## config.mk

```make
export PLATFORM = sky130hd
export DESIGN_NAME = mmc1_serial_bank_mapper_flat
export DESIGN_NICKNAME = d
export VERILOG_FILES = /design/src/rtl/mmc1_pkg.sv /design/src/rtl/mmc1_if.sv /design/src/rtl/mmc1_serial_bank_mapper.sv /design/src/rtl/mmc1_regs.sv /design/src/rtl/mmc1_xlate.sv /design/src/flat_wrapper.sv
export SDC_FILE = /design/constraint.sdc
export NUM_CORES = 1
export LEC_CHECK = 0
export ABC_AREA = 1
export BUFFER_PORTS_ARGS = -buffer_cell sky130_fd_sc_hd__buf_2
export CAP_MARGIN = 30
export CORE_ASPECT_RATIO = 0.6
export CORE_MARGIN = 2
export CORE_UTILIZATION = 35
export DETAILED_ROUTE_END_ITERATION = 8
export PLACE_DENSITY = 0.53
export SLEW_MARGIN = 20
export SYNTH_ARGS = -nofsm -noshare
export SYNTH_HDL_FRONTEND = slang
export SYNTH_HIERARCHICAL = 1
export SYNTH_SLANG_ARGS = --single-unit
export TNS_END_PERCENT = 5
```

## constraint.sdc

```tcl
create_clock -name clk -period 3.55 [get_ports clk]
set_input_delay 0.71 -clock clk [delete_from_list [all_inputs] [get_ports clk]]
set_output_delay 0.71 -clock clk [all_outputs]
set_load 0.02 [all_outputs]
```

## src/rtl/mmc1_pkg.sv

```systemverilog
// ----------------------------------------------------------------------------
// mmc1_pkg
// Shared types and constants of the serial bank mapper.
// ----------------------------------------------------------------------------
`default_nettype none

package mmc1_pkg;

	localparam int OFFSET_BITS = 19;
	localparam logic [18:0] OFS_MASK = 19'((64'd1 << OFFSET_BITS) - 64'd1);

	// access kinds
	localparam logic [1:0] FUNC_CPU_RD = 2'd0;
	localparam logic [1:0] FUNC_CPU_WR = 2'd1;
	localparam logic [1:0] FUNC_PPU_RD = 2'd2;
	localparam logic [1:0] FUNC_PPU_WR = 2'd3;

	// targets
	localparam logic [2:0] TGT_NONE    = 3'd0;
	localparam logic [2:0] TGT_PRG_ROM = 3'd1;
	localparam logic [2:0] TGT_PRG_RAM = 3'd2;
	localparam logic [2:0] TGT_CHR_ROM = 3'd3;
	localparam logic [2:0] TGT_CHR_RAM = 3'd4;

	// configuration register indexes
	localparam logic [1:0] CFG_PRG_LOG2 = 2'd0;
	localparam logic [1:0] CFG_CHR_RAM  = 2'd1;
	localparam logic [1:0] CFG_CHR_LOG2 = 2'd2;
	localparam logic [1:0] CFG_MIRROR   = 2'd3;

	// serial register select, address bits 14:13
	localparam logic [1:0] SEL_CONTROL = 2'd0;
	localparam logic [1:0] SEL_CHR0    = 2'd1;
	localparam logic [1:0] SEL_CHR1    = 2'd2;
	localparam logic [1:0] SEL_PRG     = 2'd3;

	localparam logic [4:0] CONTROL_RESET = 5'h0C;
	localparam logic [2:0] LOG2_MAX      = 3'd5;
	localparam logic [2:0] MIRROR_MAX    = 3'd4;
	localparam logic [2:0] MIRROR_RESET  = 3'd3;
	localparam logic [2:0] LOAD_LAST     = 3'd4;

	typedef struct packed {
		logic [4:0] control;
		logic [4:0] chr0;
		logic [4:0] chr1;
		logic [4:0] prg;
		logic [2:0] prg_log2;
		logic       chr_ram;
		logic [2:0] chr_log2;
	} mmc1_state_t;

	typedef struct packed {
		logic [2:0]  target;
		logic [18:0] mem_offset;
		logic        wr_en;
		logic        open_bus;
		logic        write_rejected;
	} mmc1_res_t;

	function automatic logic [2:0] clamp3(input logic [2:0] v, input logic [2:0] hi);
		clamp3 = (v > hi) ? hi : v;
	endfunction

endpackage

`default_nettype wire

```

## src/rtl/mmc1_if.sv

```systemverilog
// ----------------------------------------------------------------------------
// mmc1 channel interfaces
// Bus access request, translation result and configuration write channels.
// ----------------------------------------------------------------------------
`default_nettype none

interface mmc1_in_if;
	logic        valid;
	logic        ready;
	logic [1:0]  func;
	logic [15:0] address;
	logic [7:0]  write_data;

	modport source (output valid, func, address, write_data, input ready);
	modport sink   (input valid, func, address, write_data, output ready);
endinterface

interface mmc1_out_if;
	logic        valid;
	logic        ready;
	logic [2:0]  target;
	logic [18:0] mem_offset;
	logic        wr_en;
	logic        open_bus;
	logic        write_rejected;
	logic [2:0]  mirror_mode;

	modport source (output valid, target, mem_offset, wr_en, open_bus,
		write_rejected, mirror_mode, input ready);
	modport sink   (input valid, target, mem_offset, wr_en, open_bus,
		write_rejected, mirror_mode, output ready);
endinterface

interface mmc1_cfg_if;
	logic       valid;
	logic       ready;
	logic [1:0] index;
	logic [2:0] data;

	modport source (output valid, index, data, input ready);
	modport sink   (input valid, index, data, output ready);
endinterface

`default_nettype wire

```

## src/rtl/mmc1_serial_bank_mapper.sv

```systemverilog
// Throughput: one request per cycle when the result side does not stall;
// input stage, then translate into result register.
// Result register stalls hold the input stage; both sides pipeline freely otherwise.
// Reset (arst_n low): pipeline empty, control 0x0C, banks and loader zero,
// mirroring horizontal, configuration at its defaults.
// ----------------------------------------------------------------------------
// mmc1_serial_bank_mapper
// Serial-loaded cartridge bank mapper translating CPU and PPU bus accesses.
// ----------------------------------------------------------------------------
`default_nettype none

module mmc1_serial_bank_mapper (
	input  wire logic clk,
	input  wire logic arst_n,
	mmc1_in_if.sink   req,
	mmc1_out_if.source rsp,
	mmc1_cfg_if.sink  cfg
);
	import mmc1_pkg::*;

	logic        valid_s1;
	logic [1:0]  func_s1;
	logic [15:0] addr_s1;
	logic [7:0]  data_s1;

	logic        out_valid_q;
	mmc1_res_t   res_q;
	logic [2:0]  mirror_q;

	logic        adv;
	mmc1_state_t state;
	mmc1_res_t   res;
	logic [2:0]  mirror_next;

	assign adv       = valid_s1 && (!out_valid_q || rsp.ready);
	assign req.ready = !valid_s1 || adv;

	mmc1_regs u_regs (
		.clk         (clk),
		.arst_n      (arst_n),
		.cfg         (cfg),
		.step        (adv),
		.func        (func_s1),
		.address     (addr_s1),
		.write_data  (data_s1),
		.state       (state),
		.mirror_next (mirror_next)
	);

	mmc1_xlate u_xlate (
		.func    (func_s1),
		.address (addr_s1),
		.state   (state),
		.res     (res)
	);

	always_ff @(posedge clk or negedge arst_n) begin
		if (!arst_n) begin
			valid_s1    <= 1'b0;
			out_valid_q <= 1'b0;
		end else begin
			if (req.valid && req.ready) begin
				valid_s1 <= 1'b1;
			end else if (adv) begin
				valid_s1 <= 1'b0;
			end
			if (adv) begin
				out_valid_q <= 1'b1;
			end else if (rsp.ready) begin
				out_valid_q <= 1'b0;
			end
		end
	end

	always_ff @(posedge clk) begin
		if (req.valid && req.ready) begin
			func_s1 <= req.func;
			addr_s1 <= req.address;
			data_s1 <= req.write_data;
		end
		if (adv) begin
			res_q    <= res;
			mirror_q <= mirror_next;
		end
	end

	assign rsp.valid          = out_valid_q;
	assign rsp.target         = res_q.target;
	assign rsp.mem_offset     = res_q.mem_offset;
	assign rsp.wr_en          = res_q.wr_en;
	assign rsp.open_bus       = res_q.open_bus;
	assign rsp.write_rejected = res_q.write_rejected;
	assign rsp.mirror_mode    = mirror_q;

`ifndef NO_ASSERTIONS
	a_none_no_offset: assert property (@(posedge clk) disable iff (!arst_n)
		(rsp.valid && (rsp.target == TGT_NONE)) |-> (rsp.mem_offset == '0))
		else $error("offset set without a target");

	a_reject_no_write: assert property (@(posedge clk) disable iff (!arst_n)
		(rsp.valid && rsp.write_rejected) |-> (!rsp.wr_en && (rsp.target == TGT_NONE)))
		else $error("rejected write still targets memory");

	a_open_bus_none: assert property (@(posedge clk) disable iff (!arst_n)
		(rsp.valid && rsp.open_bus) |-> (rsp.target == TGT_NONE))
		else $error("open bus with a target");

	a_write_ram_only: assert property (@(posedge clk) disable iff (!arst_n)
		(rsp.valid && rsp.wr_en) |->
		((rsp.target == TGT_PRG_RAM) || (rsp.target == TGT_CHR_RAM)))
		else $error("memory write to a read-only target");

	a_stall_blocks: assert property (@(posedge clk) disable iff (!arst_n)
		(valid_s1 && out_valid_q && !rsp.ready) |-> !req.ready)
		else $error("request taken while both stages are full");
`endif

endmodule

`default_nettype wire

```

## src/rtl/mmc1_regs.sv

```systemverilog
// ----------------------------------------------------------------------------
// mmc1_regs
// Mapper state: serial loader, bank registers, mirroring and configuration.
// ----------------------------------------------------------------------------
`default_nettype none

module mmc1_regs (
	input  wire logic                 clk,
	input  wire logic                 arst_n,
	mmc1_cfg_if.sink                  cfg,
	input  wire logic                 step,
	input  wire logic [1:0]           func,
	input  wire logic [15:0]          address,
	input  wire logic [7:0]           write_data,
	output mmc1_pkg::mmc1_state_t     state,
	output logic [2:0]                mirror_next
);
	import mmc1_pkg::*;

	logic [4:0] control_q, chr0_q, chr1_q, prg_q, shift_q;
	logic [2:0] count_q, mirror_q, prg_log2_q, chr_log2_q;
	logic       chr_ram_q;

	logic       reg_wr, commit;
	logic [4:0] shift_new;

	assign cfg.ready = 1'b1;

	assign reg_wr    = step && (func == FUNC_CPU_WR) && address[15];
	assign shift_new = shift_q | (5'(write_data[0]) << count_q);
	assign commit    = reg_wr && !write_data[7] && (count_q == LOAD_LAST);

	always_comb begin
		if (commit && (address[14:13] == SEL_CONTROL)) begin
			mirror_next = {1'b0, shift_new[1:0]};
		end else begin
			mirror_next = mirror_q;
		end
	end

	always_ff @(posedge clk or negedge arst_n) begin
		if (!arst_n) begin
			control_q  <= CONTROL_RESET;
			chr0_q     <= '0;
			chr1_q     <= '0;
			prg_q      <= '0;
			shift_q    <= '0;
			count_q    <= '0;
			mirror_q   <= MIRROR_RESET;
			prg_log2_q <= 3'd1;
			chr_ram_q  <= 1'b0;
			chr_log2_q <= 3'd1;
		end else if (cfg.valid) begin
			unique case (cfg.index)
				CFG_PRG_LOG2: prg_log2_q <= clamp3(cfg.data, LOG2_MAX);
				CFG_CHR_RAM:  chr_ram_q  <= cfg.data[0];
				CFG_CHR_LOG2: chr_log2_q <= clamp3(cfg.data, LOG2_MAX);
				CFG_MIRROR:   mirror_q   <= clamp3(cfg.data, MIRROR_MAX);
			endcase
		end else if (reg_wr) begin
			if (write_data[7]) begin
				shift_q   <= '0;
				count_q   <= '0;
				control_q <= control_q | CONTROL_RESET;
			end else if (commit) begin
				shift_q  <= '0;
				count_q  <= '0;
				mirror_q <= mirror_next;
				unique case (address[14:13])
					SEL_CONTROL: control_q <= shift_new;
					SEL_CHR0:    chr0_q    <= shift_new;
					SEL_CHR1:    chr1_q    <= shift_new;
					SEL_PRG:     prg_q     <= shift_new;
				endcase
			end else begin
				shift_q <= shift_new;
				count_q <= count_q + 3'd1;
			end
		end
	end

	assign state = '{control: control_q, chr0: chr0_q, chr1: chr1_q, prg: prg_q,
		prg_log2: prg_log2_q, chr_ram: chr_ram_q, chr_log2: chr_log2_q};

endmodule

`default_nettype wire

```

## src/rtl/mmc1_xlate.sv

```systemverilog
// ----------------------------------------------------------------------------
// mmc1_xlate
// Address translation of one bus access against the current mapper state.
// ----------------------------------------------------------------------------
`default_nettype none

module mmc1_xlate (
	input  wire logic [1:0]           func,
	input  wire logic [15:0]          address,
	input  wire mmc1_pkg::mmc1_state_t state,
	output mmc1_pkg::mmc1_res_t       res
);
	import mmc1_pkg::*;

	logic        extended, block, rb, hi;
	logic [3:0]  bank;
	logic [4:0]  cbank;
	logic [16:0] coff, chr_mask;
	logic [18:0] prg_mask, offset;

	assign extended = (state.prg_log2 == LOG2_MAX);
	assign block    = extended & state.chr0[4];
	assign rb       = extended & state.chr0[3];
	assign hi       = address[14];
	assign prg_mask = ~(19'h7FFFF << (5'd14 + 5'(state.prg_log2)));
	assign chr_mask = ~(17'h1FFFF << (5'd12 + 5'(state.chr_log2)));

	always_comb begin
		unique case (state.control[3:2])
			2'd0, 2'd1: bank = {state.prg[3:1], hi};
			2'd2:       bank = hi ? state.prg[3:0] : 4'd0;
			2'd3:       bank = hi ? 4'hF : state.prg[3:0];
		endcase
	end

	always_comb begin
		if (!state.control[4]) begin
			cbank = {state.chr0[4:1], address[12]};
		end else if (!address[12]) begin
			cbank = state.chr0;
		end else begin
			cbank = state.chr1;
		end
		coff = {cbank, address[11:0]} & chr_mask;
	end

	always_comb begin
		res    = '0;
		offset = '0;
		if (!func[1]) begin
			if (address < 16'h6000) begin
				res.target = TGT_NONE;
			end else if (!address[15]) begin
				if (state.prg[4]) begin
					res.open_bus = (func == FUNC_CPU_RD);
				end else begin
					res.target = TGT_PRG_RAM;
					offset     = {5'd0, rb, address[12:0]};
					res.wr_en  = (func == FUNC_CPU_WR);
				end
			end else if (func == FUNC_CPU_RD) begin
				res.target = TGT_PRG_ROM;
				offset     = {block, bank, address[13:0]} & prg_mask;
			end
		end else if ((func == FUNC_PPU_WR) && !state.chr_ram) begin
			res.write_rejected = 1'b1;
		end else begin
			res.target = state.chr_ram ? TGT_CHR_RAM : TGT_CHR_ROM;
			offset     = {2'b00, coff};
			res.wr_en  = (func == FUNC_PPU_WR);
		end
		res.mem_offset = offset & OFS_MASK;
	end

endmodule

`default_nettype wire

```

## src/flat_wrapper.sv

```systemverilog
// flat-port wrapper written by rule: the top's interface ports become plain ports
module mmc1_serial_bank_mapper_flat import mmc1_pkg::*;
  (clk, arst_n, req_valid, req_func, req_address, req_write_data, req_ready, rsp_valid, rsp_target, rsp_mem_offset, rsp_wr_en, rsp_open_bus, rsp_write_rejected, rsp_mirror_mode, rsp_ready, cfg_valid, cfg_index, cfg_data, cfg_ready);
  mmc1_in_if req_i ();
  mmc1_out_if rsp_i ();
  mmc1_cfg_if cfg_i ();
  input  wire logic clk;
  input  wire logic arst_n;
  input wire logic [$bits(req_i.valid)-1:0] req_valid;
  input wire logic [$bits(req_i.func)-1:0] req_func;
  input wire logic [$bits(req_i.address)-1:0] req_address;
  input wire logic [$bits(req_i.write_data)-1:0] req_write_data;
  output wire logic [$bits(req_i.ready)-1:0] req_ready;
  output wire logic [$bits(rsp_i.valid)-1:0] rsp_valid;
  output wire logic [$bits(rsp_i.target)-1:0] rsp_target;
  output wire logic [$bits(rsp_i.mem_offset)-1:0] rsp_mem_offset;
  output wire logic [$bits(rsp_i.wr_en)-1:0] rsp_wr_en;
  output wire logic [$bits(rsp_i.open_bus)-1:0] rsp_open_bus;
  output wire logic [$bits(rsp_i.write_rejected)-1:0] rsp_write_rejected;
  output wire logic [$bits(rsp_i.mirror_mode)-1:0] rsp_mirror_mode;
  input wire logic [$bits(rsp_i.ready)-1:0] rsp_ready;
  input wire logic [$bits(cfg_i.valid)-1:0] cfg_valid;
  input wire logic [$bits(cfg_i.index)-1:0] cfg_index;
  input wire logic [$bits(cfg_i.data)-1:0] cfg_data;
  output wire logic [$bits(cfg_i.ready)-1:0] cfg_ready;
  assign req_i.valid = req_valid;
  assign req_i.func = req_func;
  assign req_i.address = req_address;
  assign req_i.write_data = req_write_data;
  assign req_ready = req_i.ready;
  assign rsp_valid = rsp_i.valid;
  assign rsp_target = rsp_i.target;
  assign rsp_mem_offset = rsp_i.mem_offset;
  assign rsp_wr_en = rsp_i.wr_en;
  assign rsp_open_bus = rsp_i.open_bus;
  assign rsp_write_rejected = rsp_i.write_rejected;
  assign rsp_mirror_mode = rsp_i.mirror_mode;
  assign rsp_i.ready = rsp_ready;
  assign cfg_i.valid = cfg_valid;
  assign cfg_i.index = cfg_index;
  assign cfg_i.data = cfg_data;
  assign cfg_ready = cfg_i.ready;
  mmc1_serial_bank_mapper u_core (.clk(clk), .arst_n(arst_n), .req(req_i), .rsp(rsp_i), .cfg(cfg_i));
endmodule
```

==> impl_summary.log <==
INFO  metric outcome = complete, no violations
INFO  metric boundaryPins = 67
INFO  metric tightest_slew = approximately 900 ps
INFO  metric hp-class = input port to async pin
INFO  metric timing_worst_setup_path_type = input port to output port
INFO  metric worst_r2r_dst = u_core/rsp.mirror_mode[0]
INFO  metric fin_skew = 6.21 ps
INFO  metric initial_core_util = between 30% and 40%
INFO  metric cp_max_fo = 3
INFO  metric grt_remaining_overflow = 0
INFO  metric worstPathRequired = 2840 ps
INFO  metric wire_length_of_the_first_global_routing_pass = 14400 um
INFO  metric layout_cell_share_with_drive_strength_beyond_1 = 23.8%
INFO  metric p_seq_share = 47.4%
INFO  metric dieWidth = 141 um
INFO  metric numClockSinks = 86
INFO  metric clock_insertion_delay_worst_skew = 340 ps
INFO  metric initialDrtViolationCount = 209
INFO  metric route.antenna.remaining_nets = 0
INFO  metric post_synthesis_area_per_instance = around 10 um2
INFO  metric cts.htree.levels = 3
INFO  metric worst_setup_hold_path_clk_slew = 60 ps
INFO  metric fin_crit = 1860 ps
INFO  metric power_per_cell_area = 562 nW/um2
INFO  metric setup_viol = 0
INFO  metric synth_cells = 401
INFO  metric post_cts.resized_instances = 0
INFO  metric grt_start_max_net_pins = 39
INFO  metric fin_nets = 510
INFO  metric worst_hold_slack = 220 ps
INFO  metric post_placement_cell_area = 4390 um2
INFO  metric grt_pass1_vias = 2820
INFO  metric final_non_filler_cell_area = 4720 um2
INFO  metric pnr_total_power = 0.00265 W
INFO  metric final_min_period_over_clock_period = 52.4%
INFO  metric drt_first_pass_iters = 4
INFO  metric cts_tree = done
INFO  metric routed_wl = slightly below 9000 um
INFO  metric rsz0062_at_grt = no
INFO  metric critical_path.startpoint_type = input port
INFO  metric endpoint_kind = output port
INFO  metric worst_max_slew_margin_expressed_relative_to_the_limit = 41.2%
INFO  metric post_cts_hold_buffer_count = 0
INFO  metric fin_setup_tns = 0 ps
INFO  metric die_y = 86.1 um
INFO  metric rows = 29
INFO  metric cp-endpoint = req_ready
INFO  metric netSwitchingFraction = 27.4%
INFO  metric final-hold-violation-count = 0
INFO  metric irDropWorstVdd = around 0.00024 V
INFO  metric die_area = between 10000 and 15000 um2
INFO  metric syn_area = 3930 um2
INFO  metric grt_antenna_before_repair = 0
INFO  metric timing.rr.start = u_core/rsp.valid
INFO  metric tritoncts.num_buffers = 9
INFO  metric internal-power = 0.00193 W
INFO  metric wl_per_cell = around 14 um
INFO  metric final-max-slew-violation-count = 0
INFO  metric max_clock_freq = 537 MHz
INFO  metric clock_power_share = a little under two fifths
INFO  metric p_leak = 2.21 nW
INFO  metric gpl.final_weighted_congestion = 0.804
INFO  metric area_growth_syn_to_layout = 20.3%
INFO  metric detail_route.drc_violations = 0
INFO  metric drt-vias-per-instance = 4.65
INFO  metric net_sw_power = 0.000726 W
INFO  metric maxCapViolations = 0
INFO  metric max-clock-path-buffers = 2
INFO  metric routed-via-count = 2857
INFO  metric cts_setup_buffers = 0
INFO  metric cts-root-buf = sky130_fd_sc_hd__clkbuf_16
INFO  metric crit_path_start = rsp_ready
INFO  metric num_antenna_cells = 0
INFO  metric detail_placement_hpwl = between 6000 and 7000 um
INFO  metric synth.yosys.warnings = 6
INFO  metric worst_endpoint_data_arrival_time = 1150 ps
INFO  metric syn-num-nets = 441
INFO  metric reg2regPathDepth = 7
INFO  metric fp.coreArea = 10700 um2
INFO  metric placement.io_buffers = 59
INFO  metric setup.reg_to_reg.worst_slack = ~1800 ps
INFO  metric grt_overall_usage = 15.4%
INFO  metric power.share.combinational = 15.4%
power by group through the flow:
stage          logic (W)  registers [W]  clock network [W]
2_1_floorplan   0.000244        0.00130                  0
3_3_place_gp    0.000399        0.00127                  0
3_5_place_dp    0.000407        0.00128                  0
4_1_cts         0.000409        0.00126            0.00102
5_1_grt         0.000469        0.00127            0.00105
6_report        0.000408        0.00126           0.000989
layout make-up:
type	count	area (um2)
fillers	1030	6020
flip-flops and latches	86	2400
multi-input cells	246	1250
repair buffers	61	323
inverters	66	259
clock buffers	10	229
well taps	139	174
clock inverters	6	85.1
through the flow:
stage	setup WS (ps)	instances	utilization [%]
final	1690	614	44.0
after global routing	1600	614	44.0
after CTS	1680	613	43.8
after detailed placement	1410	597	40.9
after global placement	1390	597	40.9
after floorplan	208	401	-
placed cells by master (no fill, tap or decap), drive strengths merged, types with 4 or more instances in the layout:
| cell | n |
|---|---|
| nand2 | 101 |
| inv | 65 |
| buf | 61 |
| edfxtp | 48 |
| nor2 | 39 |
| o21ai | 38 |
| dfrtp | 32 |
| nand3 | 29 |
| a21oi | 13 |
| clkbuf | 10 |
| dfstp | 6 |
| nor3 | 6 |
| clkinv | 5 |
| ha | 4 |
routing by layer:
layer	part of all wire, %	vias up	GRT usage, %
met1	55	1317	23.6
met3	6.6	9	4.91
li1	-	1446	-
met5	0	-	0
met2	38	85	21.4
met4	0.77	0	3.27
sequential cells by signal, indices dropped and copies added, names as in the netlist, 5 cells and up:
register,count
u_core/u_regs/chr0_q,5
u_core/addr_s1,16
u_core/u_regs/chr1_q,5
u_core/u_regs/prg_q,5
u_core/u_regs/shift_q,5
u_core/rsp.mem_offset,19
worst max-delay path, stage by stage:
cell	delay, ps
sky130_fd_sc_hd__buf_2	100
sky130_fd_sc_hd__inv_2	80
sky130_fd_sc_hd__nand3_2	90
sky130_fd_sc_hd__buf_2	170
worst min path at each step:
stage	start	to	depth (start not counted)
after global routing	arst_n	u_core/u_regs/chr1_q[2]	1
after detailed placement	u_core/u_regs/chr1_q[0]	u_core/u_regs/chr1_q[0]	2
final	arst_n	u_core/u_regs/chr0_q[4]	1
after CTS	u_core/u_regs/mirror_q[1]	u_core/u_regs/mirror_q[1]	2
after global placement	u_core/u_regs/mirror_q[1]	u_core/u_regs/mirror_q[1]	2
after floorplan	arst_n	u_core/rsp.valid	0
Power figures use the tool's default switching activity.
